## src/hdl/brms_pkg.sv

```systemverilog
// shared constants and types for the block rms delay line
`timescale 1ns / 1ps
`default_nettype none
package brms_pkg;

  localparam int unsigned SAMPLE_BITS   = 16;
  localparam int unsigned MAX_BLOCK_DEF = 1024;
  localparam int unsigned CFG_W         = 11;
  localparam int unsigned LEVEL_W       = 16;
  localparam int unsigned CHANGE_W      = 17;
  localparam int unsigned Q_DEPTH       = 2;
  localparam int unsigned ADDR_W        = 3;

  localparam logic [CFG_W-1:0] BLOCK_SIZE_RST = 11'd512;
  localparam logic REG_BLOCK_SIZE = 1'b0;

  typedef struct packed {
    logic full;
    logic empty;
  } brms_qstat_t;

endpackage
`default_nettype wire

```

## src/hdl/brms_queue.sv

```systemverilog
// short fifo between the front and back parts
`timescale 1ns / 1ps
`default_nettype none
module brms_queue import brms_pkg::*; #(
  parameter int unsigned WIDTH = 8
) (
  input  wire logic             clk_i,
  input  wire logic             rst_ni,
  input  wire logic             clear_i,
  input  wire logic             push_i,
  input  wire logic [WIDTH-1:0] wdata_i,
  input  wire logic             pop_i,
  output      logic [WIDTH-1:0] rdata_o,
  output      brms_qstat_t      stat_o
);
  localparam int unsigned PW = (Q_DEPTH > 1) ? $clog2(Q_DEPTH) : 1;
  localparam int unsigned CW = $clog2(Q_DEPTH + 1);

  logic [WIDTH-1:0] mem_q [Q_DEPTH];
  logic [PW-1:0] wp_q, wp_d, rp_q, rp_d;
  logic [CW-1:0] cnt_q, cnt_d;
  logic do_push, do_pop;

  assign stat_o.full  = (cnt_q == CW'(Q_DEPTH));
  assign stat_o.empty = (cnt_q == '0);
  assign do_push = push_i && !stat_o.full;
  assign do_pop  = pop_i && !stat_o.empty;
  assign rdata_o = mem_q[rp_q];

  always_comb begin
    wp_d = wp_q;
    rp_d = rp_q;
    cnt_d = cnt_q;
    if (do_push) begin
      wp_d = (wp_q == PW'(Q_DEPTH - 1)) ? '0 : wp_q + 1'b1;
    end
    if (do_pop) begin
      rp_d = (rp_q == PW'(Q_DEPTH - 1)) ? '0 : rp_q + 1'b1;
    end
    if (do_push && !do_pop) begin
      cnt_d = cnt_q + 1'b1;
    end else if (do_pop && !do_push) begin
      cnt_d = cnt_q - 1'b1;
    end
    if (clear_i) begin
      wp_d = '0;
      rp_d = '0;
      cnt_d = '0;
    end
  end

  always_ff @(posedge clk_i or negedge rst_ni) begin
    if (!rst_ni) begin
      wp_q <= '0;
      rp_q <= '0;
      cnt_q <= '0;
    end else begin
      wp_q <= wp_d;
      rp_q <= rp_d;
      cnt_q <= cnt_d;
    end
  end

  always_ff @(posedge clk_i) begin
    if (do_push) begin
      mem_q[wp_q] <= wdata_i;
    end
  end

endmodule
`default_nettype wire

```

## config.mk

```make
export PLATFORM = sky130hd
export DESIGN_NAME = brms_queue
export DESIGN_NICKNAME = d
export VERILOG_FILES = /design/src/hdl/brms_pkg.sv /design/src/hdl/brms_queue.sv
export SDC_FILE = /design/constraint.sdc
export NUM_CORES = 1
export LEC_CHECK = 0
export BUFFER_PORTS_ARGS = -buffer_cell sky130_fd_sc_hd__buf_2
export CAP_MARGIN = 30
export CELL_PAD_IN_SITES_DETAIL_PLACEMENT = 1
export CELL_PAD_IN_SITES_GLOBAL_PLACEMENT = 1
export CORE_MARGIN = 3
export CORE_UTILIZATION = 35
export CTS_CLUSTER_DIAMETER = 100
export DETAILED_ROUTE_END_ITERATION = 8
export HOLD_SLACK_MARGIN = 0.15
export PLACE_DENSITY_LB_ADDON = 0.08
export SLEW_MARGIN = 5
export SYNTH_ARGS = -nofsm -noshare
export SYNTH_HDL_FRONTEND = slang
export SYNTH_SLANG_ARGS = --single-unit
```

## constraint.sdc

```tcl
create_clock -name clk_i -period 1.67 [get_ports clk_i]
set_clock_uncertainty 0.05 [all_clocks]
set_input_delay 0.334 -clock clk_i [delete_from_list [all_inputs] [get_ports clk_i]]
set_output_delay 0.334 -clock clk_i [all_outputs]
set_load 0.02 [all_outputs]
```

==> results.yml <==
setup_path:
  reg2reg_depth: 3
  path_class: "reg -> out"
  arrival_ps: 1280
  crit_fanout: 5
  r2r_start: "cnt_q[1]"
  critPathLaunchType: "register"
  reg2reg_to: "mem_q[0][1]"
  crit_path_end_kind: "output port"
  r2r_setup_slack_ps: 110
  required_ps: 1290
die:
  row_count: 16
  die_w_um: 53.5
  core_area_sq_mm: 0.00204
  io_pins: 23
  die-area_sq_mm: 0.00286
  die_y_um: 53.5
  initial_core_util_pct: 38.6
logic_synthesis:
  ys_warn_count: 0
  ys_seq_elements: 20
  yosysSeqAreaShare_pct: 73.7
  netlist_instances: 49
  synth.distinct_cells: 19
  syn-cell-area_sq_um: 788
  syn_avg_cell_area_sq_um: 16.1
  synthesis.nets: 62
power:
  p_per_area_mw_per_mm2: 926
  power.leakage_uw: 0.000443
  vdd_drop_max_mv: 0.425
clock_tree:
  numCtsBuffers: 3
  htree_levels: 1
  root_buffer: "clkbuf_4"
  clock_latency_ps: 290
  cts_buffer_depth: 2
  clk_pin_slew_worst_paths_ps: 110
  cts_tree: "built"
  clkSinkCount: 20
sta:
  fin_crit_sh_pct: 99.5
  tightest_slew_ps: 347
  rsz0062_at_grt: "yes"
  finalSetupViolCount: 0
  finalHoldWorstSlack_ps: 173
  hold_viol: 0
  fin_crit_ps: 1660
  relSlewSlack_pct: 76.9
  fmax_mhz: 602
  slew_viol_final: 0
  finalWorstSetupSlack_ps: 8.48
layout:
  fin_area_sq_mm: 0.00108
  layout.cells.non_filler: 108
  fill_cells: 211
  layout_common_cells: "edfxtp_1, buf_2, buf_6"
  synthToLayoutAreaGrowth_pct: 37.6
  drive_gt1_share_pct: 51.9
  antenna_cells: 0
  layout_commonest_cell: "edfxtp_1"
  final_nets: 95
placement:
  io_buffers: 22
  dp_worst_setup_slack_ps: 79.2
  dp_cells: 102
  gp_congestion: 0.682
  place_area_sq_um: 970
  dp_hpwl_um: 1130
global_route:
  grt_pass1_vias: 524
  grt_util_all_layers_pct: 11.1
  antenna_found_initial: 0
  grt_max_degree: 12
  grt_pass1_wl_um: 2210
  overflow: 0
min_path:
  hold_end: "mem_q[1][2]"
  min_path_cells: 1
  hold_start: "wdata_i[2]"
  hold_class: "in -> reg"
route:
  wl_per_cell_um: 13.6
  first_iter_violations: 3
  drt_pass1_iterations: 4
  wirelength_um: 1470
  vias: 514
  drc: 0
  ant_nets: 0
  via_per_inst: 4.76
flow_run:
  maxCapViolCount: 0
run_status:
  outcome: "completed"
[synthesized netlist by cell type]
master    instances  area (sq um)
a31oi_1           1          6.26
buf_2             1          5.00
or4b_1            1          10.0
inv_2             1          3.75
inv_1             1          3.75
xor2_1            1          8.76
nor2b_1           1          6.26
nor2_1            3          11.3
nand3_1           1          5.00
edfxtp_1         16           480
nand3b_1          1          7.51
a22oi_1           1          7.51
dfrtp_1           4           100
nor3b_1           1          7.51
o21ai_0           3          15.0
a21oi_1           2          10.0
nand2_1           1          3.75
or3_1             1          6.26
mux2_2            8          90.1
[per-stage QoR]
step	util, %	total power (uW)	TNS [ps]
after floorplan	-	678	0
after global placement	47.5	740	0
after detailed placement	47.5	743	0
after CTS	53.0	1020	-70.4
after global routing	53.1	1060	-382
final	53.1	1010	0
[critical path: stages, from the launching register on]
cell	delay, ps
dfrtp_1	390
buf_6	130
mux2_2	340
buf_6	130
[state kept, by name (all words and copies together), names as in the netlist]
register / cells
cnt_q: 2
mem_q: 16
rp_q: 1
wp_q: 1
[per-layer routing]
layer / global-route usage, % / routed length, um / up-vias
met5: 0 / 0 / -
met4: 3.83 / 0 / 0
met3: 3.38 / 69 / 0
met2: 18.6 / 765 / 16
met1: 13.3 / 631 / 248
li1: - / - / 250
[worst max-delay path by stage]
stage / cells after the start / slack, ps / to / start
final: 3 / 8 / rdata_o[4] / rp_q
after global routing: 3 / -60 / rdata_o[1] / rp_q
after CTS: 3 / -20 / rdata_o[4] / rp_q
after detailed placement: 4 / 80 / mem_q[0][1] / push_i
after global placement: 4 / 150 / mem_q[0][6] / push_i
after floorplan: 3 / 130 / mem_q[0][0] / cnt_q[1]
[area by class of cell]
cell class / instances / area [sq um] / area share (%)
inverter: 2 / 7.51 / 0.692
tap: 27 / 33.8 / 3.11
timing repair buffer: 29 / 223 / 20.5
clock buffer: 4 / 26.3 / 2.42
multi-input combinational: 26 / 214 / 19.7
sequential: 20 / 581 / 53.5
[timing repair]
action,CTS,global route
endpoints found under the setup margin,8,9
setup buffers,1,0
resized for setup,21,1
hold buffers,1,0
endpoints found under the hold margin,4,0
[cell families after synthesis]
kind of cell | after synthesis | synth area share (%)
simple gates | 10 | 7.30
flops | 20 | 73.7
compound gates | 7 | 4.92
mux | 8 | 11.4
buf+inv | 3 | 1.59
xor+xnor | 1 | 1.11
[report_power, final]
part	internal (uW)	switching, uW
clock network	92.8	138
logic	101	92.1
registers	570	11.5
(Power assumes the default switching activity.)
