### config.mk
export PLATFORM = sky130hd
export DESIGN_NAME = brms_back
export DESIGN_NICKNAME = d
export VERILOG_FILES = /design/src/hdl/brms_pkg.sv /design/src/hdl/brms_back.sv
export SDC_FILE = /design/constraint.sdc
export NUM_CORES = 1
export LEC_CHECK = 0
export BUFFER_PORTS_ARGS = -buffer_cell sky130_fd_sc_hd__buf_4
export CORE_AREA = 2 2 148 150
export DETAILED_ROUTE_END_ITERATION = 10
export DIE_AREA = 0 0 150 152
export PLACE_DENSITY = 0.79
export SLEW_MARGIN = 20
export SYNTH_ARGS = -nofsm -noshare
export SYNTH_HDL_FRONTEND = slang
export SYNTH_SLANG_ARGS = --single-unit
export TNS_END_PERCENT = 10
### constraint.sdc
create_clock -name clk_i -period 6.71 [get_ports clk_i]
set_input_delay 0.3355 -clock clk_i [delete_from_list [all_inputs] [get_ports clk_i]]
set_output_delay 0.3355 -clock clk_i [all_outputs]
set_load 0.02 [all_outputs]
### src/hdl/brms_pkg.sv
// shared constants and types for the block rms delay line
`timescale 1ns / 1ps
`default_nettype none
package brms_pkg;

  localparam int unsigned SAMPLE_BITS   = 16;
  localparam int unsigned MAX_BLOCK_DEF = 1024;
  localparam int unsigned CFG_W         = 11;
  localparam int unsigned LEVEL_W       = 16;
  localparam int unsigned CHANGE_W      = 17;
  localparam int unsigned Q_DEPTH       = 2;
  localparam int unsigned ADDR_W        = 3;

  localparam logic [CFG_W-1:0] BLOCK_SIZE_RST = 11'd512;
  localparam logic REG_BLOCK_SIZE = 1'b0;

  typedef struct packed {
    logic full;
    logic empty;
  } brms_qstat_t;

endpackage
`default_nettype wire

### src/hdl/brms_back.sv
// back part: iterative divide and square root, result register
`timescale 1ns / 1ps
`default_nettype none
module brms_back import brms_pkg::*; #(
  parameter int unsigned MAX_BLOCK = MAX_BLOCK_DEF
) (
  input  wire logic                                clk_i,
  input  wire logic                                rst_ni,
  input  wire logic                                clear_i,
  input  wire logic [$clog2(MAX_BLOCK+1)-1:0]      n_i,
  input  wire brms_qstat_t                         qstat_i,
  input  wire logic [SAMPLE_BITS+2*SAMPLE_BITS+$clog2(MAX_BLOCK):0] qdata_i,
  output      logic                                qpop_o,
  output      logic                                empty_o,
  input  wire logic                                pop_i,
  output      logic signed [SAMPLE_BITS-1:0]       delayed_sample_o,
  output      logic                                rms_update_o,
  output      logic [LEVEL_W-1:0]                  rms_level_o,
  output      logic signed [CHANGE_W-1:0]          rms_change_o
);
  localparam int unsigned NW    = $clog2(MAX_BLOCK + 1);
  localparam int unsigned SUM_W = 2 * SAMPLE_BITS + $clog2(MAX_BLOCK);
  localparam int unsigned RT_W  = SAMPLE_BITS;
  localparam int unsigned SC_W  = $clog2(SUM_W + 1);

  typedef enum logic [3:0] {
    B_IDLE = 4'b0001,
    B_DIV  = 4'b0010,
    B_SQRT = 4'b0100,
    B_EMIT = 4'b1000
  } bstate_e;

  bstate_e state_q;
  logic [SAMPLE_BITS-1:0] del_q;
  logic upd_q;
  logic [SUM_W-1:0] quo_q;
  logic [NW-1:0] rem_q;
  logic [NW:0] dtrial;
  logic [2*RT_W-1:0] src_q;
  logic [RT_W+1:0] srem_q;
  logic [RT_W+3:0] sshift, strial;
  logic [RT_W-1:0] root_q, last_q;
  logic signed [CHANGE_W-1:0] chg_q;
  logic [SC_W-1:0] step_q;
  logic ov_q, out_take, load;

  assign qpop_o   = (state_q == B_IDLE) && !qstat_i.empty;
  assign empty_o  = !ov_q;
  assign out_take = pop_i && ov_q;
  assign load     = (state_q == B_EMIT) && (!ov_q || out_take);
  assign dtrial   = {rem_q, quo_q[SUM_W-1]};
  assign sshift   = {srem_q, src_q[2*RT_W-1 -: 2]};
  assign strial   = {2'b00, root_q, 2'b01};

  always_ff @(posedge clk_i or negedge rst_ni) begin
    if (!rst_ni) begin
      state_q <= B_IDLE;
      ov_q <= 1'b0;
      last_q <= '0;
      chg_q <= '0;
    end else if (clear_i) begin
      state_q <= B_IDLE;
      ov_q <= 1'b0;
      last_q <= '0;
      chg_q <= '0;
    end else begin
      if (load) begin
        ov_q <= 1'b1;
      end else if (out_take) begin
        ov_q <= 1'b0;
      end
      case (state_q)
        B_IDLE: begin
          if (!qstat_i.empty) begin
            state_q <= qdata_i[SUM_W] ? B_DIV : B_EMIT;
          end
        end
        B_DIV: begin
          if (step_q == SC_W'(SUM_W - 1)) begin
            state_q <= B_SQRT;
          end
        end
        B_SQRT: begin
          if (step_q == SC_W'(RT_W - 1)) begin
            state_q <= B_EMIT;
            last_q <= (sshift >= strial) ? {root_q[RT_W-2:0], 1'b1} : {root_q[RT_W-2:0], 1'b0};
            chg_q <= CHANGE_W'((sshift >= strial) ? {root_q[RT_W-2:0], 1'b1}
                                                  : {root_q[RT_W-2:0], 1'b0})
                     - CHANGE_W'(last_q);
          end
        end
        B_EMIT: begin
          if (load) begin
            state_q <= B_IDLE;
          end
        end
        default: state_q <= B_IDLE;
      endcase
    end
  end

  always_ff @(posedge clk_i) begin
    case (state_q)
      B_IDLE: begin
        del_q <= qdata_i[SUM_W+1 +: SAMPLE_BITS];
        upd_q <= qdata_i[SUM_W];
        quo_q <= qdata_i[SUM_W-1:0];
        rem_q <= '0;
        step_q <= '0;
      end
      B_DIV: begin
        if (dtrial >= {1'b0, n_i}) begin
          rem_q <= NW'(dtrial - {1'b0, n_i});
          quo_q <= {quo_q[SUM_W-2:0], 1'b1};
        end else begin
          rem_q <= dtrial[NW-1:0];
          quo_q <= {quo_q[SUM_W-2:0], 1'b0};
        end
        if (step_q == SC_W'(SUM_W - 1)) begin
          step_q <= '0;
          // mean fits in twice the sample width
          src_q <= (dtrial >= {1'b0, n_i}) ? {quo_q[2*RT_W-2:0], 1'b1}
                                            : {quo_q[2*RT_W-2:0], 1'b0};
          srem_q <= '0;
          root_q <= '0;
        end else begin
          step_q <= step_q + 1'b1;
        end
      end
      B_SQRT: begin
        src_q <= {src_q[2*RT_W-3:0], 2'b00};
        step_q <= step_q + 1'b1;
        if (sshift >= strial) begin
          srem_q <= (RT_W + 2)'(sshift - strial);
          root_q <= {root_q[RT_W-2:0], 1'b1};
        end else begin
          srem_q <= sshift[RT_W+1:0];
          root_q <= {root_q[RT_W-2:0], 1'b0};
        end
      end
      default: begin
      end
    endcase
    if (load) begin
      delayed_sample_o <= del_q;
      rms_update_o <= upd_q;
      rms_level_o <= LEVEL_W'(last_q);
      rms_change_o <= chg_q;
    end
  end

`ifndef SYNTHESIS
  a_level_max: assert property (@(posedge clk_i) disable iff (!rst_ni)
    (ov_q && rms_level_o[LEVEL_W-1]) |-> rms_level_o[LEVEL_W-2:0] == '0)
    else $error("rms level above full scale");
  a_sqrt_rem: assert property (@(posedge clk_i) disable iff (!rst_ni)
    (state_q == B_SQRT) |-> (RT_W + 2)'(srem_q) <= {1'b0, root_q, 1'b0})
    else $error("square root remainder too large");
  a_div_entry: assert property (@(posedge clk_i) disable iff (!rst_ni)
    (state_q == B_DIV && $past(state_q) != B_DIV) |-> $past(state_q) == B_IDLE)
    else $error("divide started outside idle");
`endif

endmodule
`default_nettype wire

==> flow_metrics.tcl, run 1 <==
set metrics [dict create \
    status "complete, no violations" \
    hold_class "in -> reg" \
    yosys_warnings 0 \
    cp_cell_sequence "inv_1 -> ha_1 -> nor2b_1 -> o31ai_2 -> a21oi_1 -> o41ai_1 -> o21ai_2 -> inv_2 -> ha_1 -> inv_1 -> fa_1 -> a211oi_1 -> o21bai_1 -> a21oi_1 -> o211ai_1 -> a31oi_1 -> nor4_1 -> a311o_1" \
    crit_buf_inv 3 \
    cp_top_family "compound AO/OA/AOI/OAI gates" \
    synthFlopType "edfxtp_1" \
    syn_inst 1010 \
    cts_made_buffers 24 \
    yosysSeqAreaShare 0.6096 \
    setup_tns_ns 0 \
    vias_per_cell 5.271 \
    post-route-period-util 0.6734 \
    critPathLaunchType "flop" \
    synth-edff-count 192 \
    clock_path_buffers 3 \
    maxCapViolCount 0 \
    synth_top_area_share 0.5232 \
    synth.area.top_cells "edfxtp_1 52%, nand2_1 9.6%, dfrtp_1 8.4%, ha_1 5.3%, a21oi_1 2.4%" \
    grt_pass1_vias 7333 \
    cp_max_fo 4 \
    cp_slowest_cell "edfxtp_1" \
    synth_area_leader_cell "edfxtp_1" \
    cts.sinks 230 \
    fin_nets 1277 \
    synthesis.area_um2 11020 \
    cp.arrival_ns 4.93 \
    peakVddDrop_mv 0.2737 \
    dr_total_vias 7637 \
    powerDensity_nw_per_um2 335.9 \
    grt_pass1_wl_um 35310 \
    core_region_area_um2 21350 \
    drive_above_1_share 0.1642 \
    final.min_clock_period_ns 4.519 \
    place_congestion 0.8722 \
    h-tree-depth 1 \
    tightest_slew_ns 0.9231 \
    num_antenna_cells 0 \
    clock_skew_ns 0.02657 \
    drv_slew 0 \
    drt_iter0_markers 336 \
    initial_core_util 0.5161 \
    cts_resized 0 \
    async_flop_share 0.1652 \
    syn_to_final_growth_pct 19.62 \
    clk_pin_slew_ns 0.06 \
    synth_cell_types 62 \
    grt_max_degree 67 \
    max_stage_delay_ns 0.44 \
    p_leak_nw 5.388 \
    fp.dieW_um 150 \
    portBuffers 126 \
    relSlewSlack 0.3846 \
    cts_root_buf "clkbuf_16" \
    cp-end-kind "flop" \
    synth.net_count 1135 \
    clk_latency_ns 0.52 \
    finalSetupViolCount 0 \
    rsz0062_at_grt "false" \
    io_pins 128 \
    route.detailed.drc 0 \
    fmax_mhz 221.3 \
    fp.dieH_um 152 \
    groute.usage.overall 0.1859 \
    antenna_left 0 \
    critical_path_class "reg -> reg" \
    num_rows 54 \
    fin_cells 1449 \
    dp_hpwl_um 13570 \
    cts_tree "built" \
    crit_required_ns 7.12 \
    antenna_found_initial 0 \
    ys_ff_latch 230 \
    drt_first_pass_iters 4 \
    dp.cells 1388 \
    dieArea_um2 22800 \
    hold_viol 0 \
    routedWlPerCell_um 14.42 \
    grt_remaining_overflow 0 \
    wirelength_um 20900 \
    avgSynthCellArea_um2 10.91 \
]
placed cells by master (no fill, tap or decap), types with 24 or more instances in the layout:
cell	count
a21oi_1	52
buf_4	135
clkbuf_16	24
dfrtp_1	37
edfxtp_1	192
ha_1	47
inv_1	53
nand2_1	280
nor2_1	65
o21ai_0	24
logic make-up after synthesis:
| kind of cell | Yosys count | synth area share |
|---|---|---|
| AND/OR/NAND/NOR | 434 | 0.1668 |
| flip-flops | 230 | 0.6096 |
| AO/OA/AOI/OAI | 170 | 0.1046 |
| buffers and inverters | 91 | 0.03270 |
| adder cells (fa/ha/maj) | 49 | 0.05700 |
| XOR/XNOR | 30 | 0.02384 |
| multiplexers | 6 | 0.005450 |
worst paths after layout:
check | from | slack [ns] | depth (start not counted) | end
worst max register to register | root_q[0] | 2.19 | 18 | chg_q[14]
max in group asynchronous | rst_ni | 6.02 | 2 | last_q[11]
worst min register to register | del_q[4] | 0.42 | 0 | delayed_sample_o[4]
min in group asynchronous | rst_ni | 0.33 | 2 | chg_q[11]
worst min-delay path | qdata_i[8] | 0.1 | 3 | quo_q[8]
worst max-delay path | root_q[0] | 2.19 | 18 | chg_q[14]
power breakdown:
| part | switching [mW] | total, mW | internal, mW |
|---|---|---|---|
| Sequential | 0.141 | 2.17 | 2.03 |
| Clock | 0.517 | 1.24 | 0.725 |
| Combinational | 0.653 | 1.02 | 0.363 |
cell usage after synthesis (3+ instances only):
library cell	instances
a211oi_1	13
a211oi_2	5
a21o_1	10
a21oi_1	52
a311o_1	3
a31oi_1	3
and3_1	4
buf_2	3
clkbuf_1	31
dfrtp_1	37
edfxtp_1	192
ha_1	47
inv_1	53
mux2i_1	6
nand2_1	281
nand2b_1	6
nand3_1	21
nand3b_1	5
nand4_1	7
nor2_1	66
nor2b_1	10
nor3_1	12
nor4b_1	5
o211ai_1	3
o21a_1	7
o21ai_0	25
o21bai_1	5
o22ai_1	7
o31ai_1	14
o41ai_1	3
or2_2	6
xnor2_1	17
xor2_1	13
through the flow:
stage	hold slack, ns	setup slack (ns)	utilization	total power [mW]	cell area (µm²)
2_1_floorplan	0.03991	0.4000	-	2.926	11020
3_3_place_gp	0.3275	2.233	0.5743	3.166	12260
3_5_place_dp	0.3426	2.230	0.5743	3.213	12260
4_1_cts	0.08145	2.219	0.6174	4.471	13180
5_1_grt	0.09161	1.843	0.6174	4.696	13180
6_report	0.09523	2.191	0.6174	4.428	13180
final cells by class:
type / instances / area [µm²]
multi-input cells: 689 / 3978
well taps: 280 / 350.3
clock buffers: 36 / 665.6
flip-flops and latches: 230 / 6718
inverters: 54 / 202.7
fillers: 1714 / 8169
repair buffers: 153 / 1194
clock inverters: 7 / 73.82
layer usage:
layer / up-vias / global-route usage / share of wire
li1: 3853 / - / -
met1: 3551 / 0.2649 / 0.45
met2: 204 / 0.3057 / 0.48
met3: 29 / 0.02883 / 0.051
met4: 0 / 0.03594 / 0.017
met5: - / 0 / 0
what timing repair did:
| action | 4_1_cts | 5_1_grt |
|---|---|---|
| hold buffers | 18 | 0 |
| endpoints found under the hold margin | 54 | 0 |
| setup buffers | 0 | 0 |
sequential cells by signal, indices dropped and copies added, names as in the netlist, 17 cells and up:
| name | count |
|---|---|
| srem_q | 18 |
| chg_q | 17 |
| rms_change_o | 17 |
| quo_q | 42 |
| src_q | 32 |
tightest hold or removal path, cell delays in order:
cell     delay [ns]
buf_4          0.07
nand2_1        0.04
nand2_1        0.05
Power figures use the tool's default switching activity.
==> run 2: changes to the inputs <==
Clock period 6.71 ns to 3.65 ns, I/O delays scaled along.
==> run 2 against run 1 <==
The run now ends with setup timing left. First-iteration DRC count is 75% higher. Largest cell class unchanged. Maximum frequency is 14% higher. Global-route usage rose by 4.5 points. Critical path depth up 2. Design area rose by 10%. Critical endpoint unchanged. Count of clock-buffer cells in the layout decreased by 3. Clock power is 99% higher. Clock skew shrank 0.0090 ns. Combinational power is 110% higher. Largest power group unchanged.
==> flow_metrics.tcl, run 2 (synthesis results as in run 1) <==
set metrics [dict create \
    critical_path_class "reg -> reg" \
    grt_pass1_wl_um 42780 \
    max_stage_delay_ns 0.43 \
    drt_first_pass_iters 5 \
    crit_required_ns 4.11 \
    cts.sinks 230 \
    finalSetupViolCount 7 \
    fill_cells 1500 \
    relSlewSlack 0.4078 \
    swShare 0.3051 \
    final.min_clock_period_ns 3.963 \
    fin_nets 1421 \
    final_area_um2 14550 \
    cts_root_buf "clkbuf_16" \
    num_antenna_cells 0 \
    route.detailed.drc 0 \
    groute.usage.overall 0.2310 \
    drt_iter0_markers 589 \
    fmax_mhz 252.3 \
    wirelength_um 26490 \
    holdCritStartpoint "qdata_i[0]" \
    layout_common_cells "280 x nand2_1, 232 x buf_4, 192 x edfxtp_1" \
    pre_cts_ws_ns -0.5161 \
    fp.dieH_um 152 \
    grt_max_degree 58 \
    dp_hpwl_um 16200 \
    utilization 0.6814 \
    cts_tree "built" \
    status "finished with violations" \
    peakVddDrop_mv 0.5299 \
    cts_made_buffers 24 \
    seq_power_share 0.464 \
    grt_pass1_vias 8711 \
    num_rows 54 \
    p_leak_nw 6.097 \
    drv_slew 0 \
    post-route-period-util 1.086 \
    core_region_area_um2 21350 \
    intPower_mw 6.011 \
    routedWlPerCell_um 16.62 \
    clock_skew_ns 0.01753 \
    path_common_cell "inv_2" \
    place_area_um2 12770 \
    powerDensity_nw_per_um2 594.5 \
    drive_above_1_share 0.2390 \
    fp.dieW_um 150 \
    tightest_slew_ns 0.8851 \
    critPathLaunchType "flop" \
    io_pins 128 \
    worst_hold_path.num_cells 3 \
    dp.cells 1456 \
    clock_path_buffers 3 \
    dr_total_vias 8684 \
    antenna_left 0 \
    mostFrequentLayoutCell "nand2_1" \
    fin_ws_ns -0.3130 \
    hold_viol 0 \
    cp_cell_sequence "inv_2 -> ha_4 -> a21o_1 -> a211oi_2 -> o21bai_1 -> a2111oi_2 -> buf_4 -> o21ai_4 -> inv_2 -> ha_4 -> inv_2 -> fa_2 -> a211oi_4 -> o21bai_2 -> a21oi_2 -> o211ai_1 -> a31oi_1 -> buf_4 -> and4_1 -> a311o_1" \
    r2r-start "root_q[11]" \
    hold_class "in -> reg" \
    dieArea_um2 22800 \
    place_congestion 0.8836 \
    maxCapViolCount 0 \
    clk_pin_slew_ns 0.06 \
    r2r_end "chg_q[14]" \
    hold_end "quo_q[0]" \
    pwr-share-comb 0.251 \
    antenna_found_initial 0 \
    regMostFlops "quo_q" \
    initial_core_util 0.5161 \
    clkPwrFrac 0.285 \
    cp_slowest_cell "edfxtp_1" \
    fin_cells 1594 \
    h-tree-depth 1 \
    vias_per_cell 5.448 \
    p_switching_mw 2.639 \
    cp_max_fo 2 \
    setup_tns_ns -1.314 \
    reg.largest.list "quo_q: 42 flops, src_q: 32 flops, srem_q: 18 flops" \
    grt_remaining_overflow 0 \
    cp.arrival_ns 4.42 \
    rsz0062_at_grt "true" \
    portBuffers 126 \
    violations "setup timing" \
    clk_latency_ns 0.52 \
    rrSetupSlack_ns -0.31 \
    largest_reg_flops 42 \
    cp-end-kind "flop" \
    worst-r2r-cell-count 20 \
    syn_to_final_growth_pct 32.03 \
]
run 2: cell count changes in the layout (fill, tap and decap cells not counted), moves of 2 or more:
cell           delta
ha_4              +2
a211oi_2          +2
dlygate4sd3_1    +43
clkinvlp_4        +2
a21oi_2           +3
buf_6             +4
inv_2             +2
buf_4            +97
clkbuf_1          -4
ha_1              -2
a211oi_1          -3
inv_1             -2
a21oi_1           -3
run 2: cell type report:
cell class                      instances  area [µm²]  share of cell area
Clock inverter                         11       126.4            0.008686
Inverter                               54       202.7             0.01393
Timing Repair Buffer                  297        2397              0.1648
Multi-Input combinational cell        689        4079              0.2804
Tap cell                              280       350.3             0.02408
Sequential cell                       230        6718              0.4617
Clock buffer                           33       675.6             0.04644
run 2: timing repair:
item	in CTS	in global routing
hold buffers	61	0
gates resized for setup	12	13
setup buffers	33	1
hold endpoints to repair	100	0
endpoints found under the setup margin	8	11
pin swaps	16	1
run 2: worst max-delay path by stage:
| stage | start | endpoint | slack (ns) | cells after the start |
|---|---|---|---|---|
| after detailed placement | srem_q[11] | chg_q[14] | -0.52 | 18 |
| after CTS | root_q[11] | root_q[12] | -0.18 | 30 |
| after global placement | root_q[11] | chg_q[14] | -0.36 | 19 |
| after global routing | root_q[11] | chg_q[14] | -0.42 | 20 |
| after floorplan | root_q[0] | chg_q[14] | -0.36 | 18 |
| final | root_q[11] | chg_q[14] | -0.31 | 20 |
run 2: per-layer routing:
metal	vias up	track usage	wire, µm
li1	4144	-	-
met1	4185	0.3124	11320
met2	295	0.3844	13060
met3	60	0.03303	1405
met4	0	0.07682	697
met5	-	0	0
run 2: stage by stage:
step,hold WS (ns),power [mW]
3_5_place_dp,0.1787,6.077
5_1_grt,0.02586,9.093
3_3_place_gp,0.1754,5.978
4_1_cts,0.009403,8.643
2_1_floorplan,-0.1131,5.369
6_report,0.01515,8.649
run 2: worst max-delay path: cells and delay by family (launching register included):
kind / cells / cell delay (ns)
buf+inv: 5 / 0.59
flops: 1 / 0.43
compound gates: 11 / 1.94
simple gates: 1 / 0.22
fa+ha+maj: 3 / 0.71
run 2: power by group through the flow:
| stage | logic (mW) | registers, mW | clock network, mW |
|---|---|---|---|
| floorplan | 1.34 | 4.02 | 0 |
| global placement | 1.97 | 4.01 | 0 |
| detailed placement | 2.03 | 4.05 | 0 |
| CTS | 2.14 | 4.00 | 2.49 |
| global route | 2.41 | 4.07 | 2.60 |
| finish | 2.17 | 4.01 | 2.47 |
==> run 3: changes to the inputs <==
Settings changed: ABC_AREA set to 1, CAP_MARGIN set to 20, CORE_AREA 2 2 148 150 to 2 2 151 153, DIE_AREA 0 0 150 152 to 0 0 153 155.
==> run 3 against run 2 <==
The flow now finishes without violations. Design area shrank 2.3%. Clock skew increased by 0.0017 ns. Global-route usage shrank 1.6 points. Synthesized cell count increased by 23%. Non-clock buffer count decreased by 100. Combinational power decreased by 19%. Critical path depth up 1. Power fell by 7.5%. Register-to-register slack improved by 0.85 ns. Setup slack better by 0.85 ns. Sequential power is 6.0% lower. Routed wire length down 4.0%. Critical endpoint is now chg_q[10]. Largest power group unchanged.
==> flow_metrics.tcl, run 3 <==
set metrics [dict create \
    postCtsHoldBufs 63 \
    grt_use_met1 0.2703 \
    cp_max_fo 6 \
    layout_common_cells "458 x nand2_1, 192 x edfxtp_1, 133 x buf_4" \
    powerDensity_nw_per_um2 562.5 \
    dp_hpwl_um 16440 \
    holdCritStartpoint "qstat_i[0]" \
    synth_cell_types 44 \
    cp-end-kind "flop" \
    ys_ff_latch 230 \
    clk_pin_slew_ns 0.06 \
    route.detailed.drc 0 \
    grt_remaining_overflow 0 \
    dr_total_vias 8901 \
    pre_cts_ws_ns 0.5752 \
    fin_ws_ns 0.5384 \
    yosys_warnings 0 \
    portBuffers 126 \
    hold_viol 0 \
    drive_above_1_share 0.1468 \
    ys_top_cells_by_count "460 x nand2_1, 192 x edfxtp_1, 126 x inv_1, 115 x nor2_1, 47 x ha_1" \
    post-route-period-util 0.8525 \
    critical_path_class "reg -> reg" \
    avgSynthCellArea_um2 9.313 \
    hold_class "in -> reg" \
    critPathLaunchType "flop" \
    gr-usage-met3 0.03398 \
    async_flop_share 0.1652 \
    grt_most_used_layer "met2" \
    cp_slowest_cell "fa_1" \
    drt_first_pass_iters 7 \
    io_pins 128 \
    p_leak_nw 6.495 \
    yosysSeqAreaShare 0.5812 \
    syn_to_final_growth_pct 23.04 \
    grtUsageMet2 0.3803 \
    seq_area_um2 6718 \
    crit_required_ns 4.08 \
    fin_nets 1560 \
    rsz0062_at_grt "false" \
    place_congestion 0.9328 \
    cts_setup_buffers 0 \
    antenna_found_initial 0 \
    fp.dieH_um 155 \
    worstSetupStartpoint "root_q[11]" \
    fp.dieW_um 153 \
    relSlewSlack 0.5028 \
    peakVddDrop_mv 0.4821 \
    fill_cells 1741 \
    routedWlPerCell_um 14.65 \
    wirelength_um 25440 \
    synth-edff-count 192 \
    vias_per_cell 5.127 \
    grt_pass1_wl_um 42080 \
    tightest_slew_ns 0.7458 \
    h-tree-depth 1 \
    utilization 0.6397 \
    regMostFlops "quo_q" \
    cts.sinks 230 \
    synth_most_common_cell "nand2_1" \
    initial_core_util 0.5200 \
    num_antenna_cells 0 \
    syn_inst 1241 \
    synth.area.top_cells "edfxtp_1 50%, nand2_1 15%, dfrtp_1 8.0%, ha_1 5.1%, inv_1 4.1%" \
    synth.net_count 1366 \
    total_power_mw 7.998 \
    mostFrequentLayoutCell "nand2_1" \
    drv_slew 0 \
    fmax_mhz 321.4 \
    grt_max_degree 67 \
    finalSetupViolCount 0 \
    largest_reg_flops 42 \
    clock_skew_ns 0.01919 \
    grt_pass1_vias 8917 \
    num_rows 55 \
    max_stage_delay_ns 0.40 \
    clk_latency_ns 0.52 \
    drt_iter0_markers 508 \
    core_region_area_um2 22230 \
    synth_area_leader_cell "edfxtp_1" \
    cp_cell_sequence "inv_1 -> ha_1 -> nand2_1 -> nand2_1 -> nand2_1 -> nand2_1 -> a21oi_2 -> nand4_4 -> inv_6 -> ha_1 -> inv_1 -> fa_1 -> nand3_1 -> nand2_1 -> nand3_1 -> nand2_1 -> nand2_1 -> nand2_1 -> nand2_1 -> nand2_1 -> o21ai_1" \
    cts_resized 0 \
    path_common_cell "nand2_1" \
    clock_path_buffers 3 \
    multi_input_area_um2 4174 \
    dp.cells 1631 \
    cts_root_buf "clkbuf_16" \
    groute.usage.overall 0.2145 \
    dieArea_um2 23720 \
    synthesis.area_um2 11560 \
    fin_cells 1736 \
    cp.arrival_ns 3.54 \
    status "complete, no violations" \
    setup_tns_ns 0 \
    cts_tree "built" \
    antenna_left 0 \
    synth_top_area_share 0.4989 \
    r2r-start "root_q[11]" \
    final.min_clock_period_ns 3.112 \
    cts_made_buffers 24 \
    synthFlopType "edfxtp_1" \
    reg.largest.list "quo_q: 42 flops, src_q: 32 flops, srem_q: 18 flops" \
    maxCapViolCount 0 \
]
==> run 3: cell count changes after synthesis, moves of 10 or more <==
cell,before,now
a211oi_1,13,0
buf_2,3,17
clkbuf_1,31,2
inv_1,53,126
inv_2,1,11
nand2_1,281,460
nand3_1,21,37
nor2_1,66,115
nor2b_1,10,0
o31ai_1,14,1
==> run 3: logic make-up after synthesis <==
| logic type | after synthesis | synth area share |
|---|---|---|
| compound gates | 109 | 0.05316 |
| xor+xnor | 17 | 0.01288 |
| fa+ha+maj | 49 | 0.05435 |
| buf+inv | 167 | 0.05976 |
| flops | 230 | 0.5812 |
| simple gates | 669 | 0.2386 |
==> run 3: per-layer routing <==
layer,up-vias,wire length [µm]
li1,4436,-
met1,4105,10700
met2,295,12540
met3,65,1454
met4,0,741
met5,-,0
==> run 3: final timing paths <==
| kind | depth (start not counted) | slack, ns | to |
|---|---|---|---|
| max in group asynchronous | 2 | 3.08 | state_q[0] |
| max reg2reg | 21 | 0.54 | chg_q[10] |
| min reg2reg | 0 | 0.42 | delayed_sample_o[9] |
| max | 21 | 0.54 | chg_q[10] |
| min | 6 | 0.09 | state_q[1] |
| min in group asynchronous | 2 | 0.19 | chg_q[11] |
==> run 3: final cells by class <==
| type | instances | area share |
|---|---|---|
| timing repair buffer | 197 | 0.1160 |
| clock buffer | 27 | 0.04452 |
| sequential | 230 | 0.4724 |
| tap | 285 | 0.02508 |
| inverter | 138 | 0.03678 |
| multi-input combinational | 844 | 0.2935 |
| clock inverter | 15 | 0.01170 |
==> run 3: power breakdown <==
group          leakage (nW)  internal [mW]  total (mW)  switching (mW)
Combinational          3.76          0.605        1.75            1.14
Sequential             2.35           3.55        3.77           0.215
Clock                 0.385           1.52        2.49           0.970
Total                  6.50           5.67        8.00            2.33
==> run 3: stage by stage <==
step | area, µm² | hold WS, ns
floorplan | 11570 | -0.1131
detailed placement | 12790 | 0.1900
finish | 14220 | 0.09367
CTS | 14220 | 0.08413
global route | 14220 | 0.1432
global placement | 12790 | 0.1768
==> run 3: worst max-delay path, delay by kind of cell (launching register included) <==
family / cells / cell delay, ns
compound gates: 2 / 0.33
fa+ha+maj: 3 / 0.86
buf+inv: 3 / 0.35
flops: 1 / 0.39
simple gates: 13 / 1.10
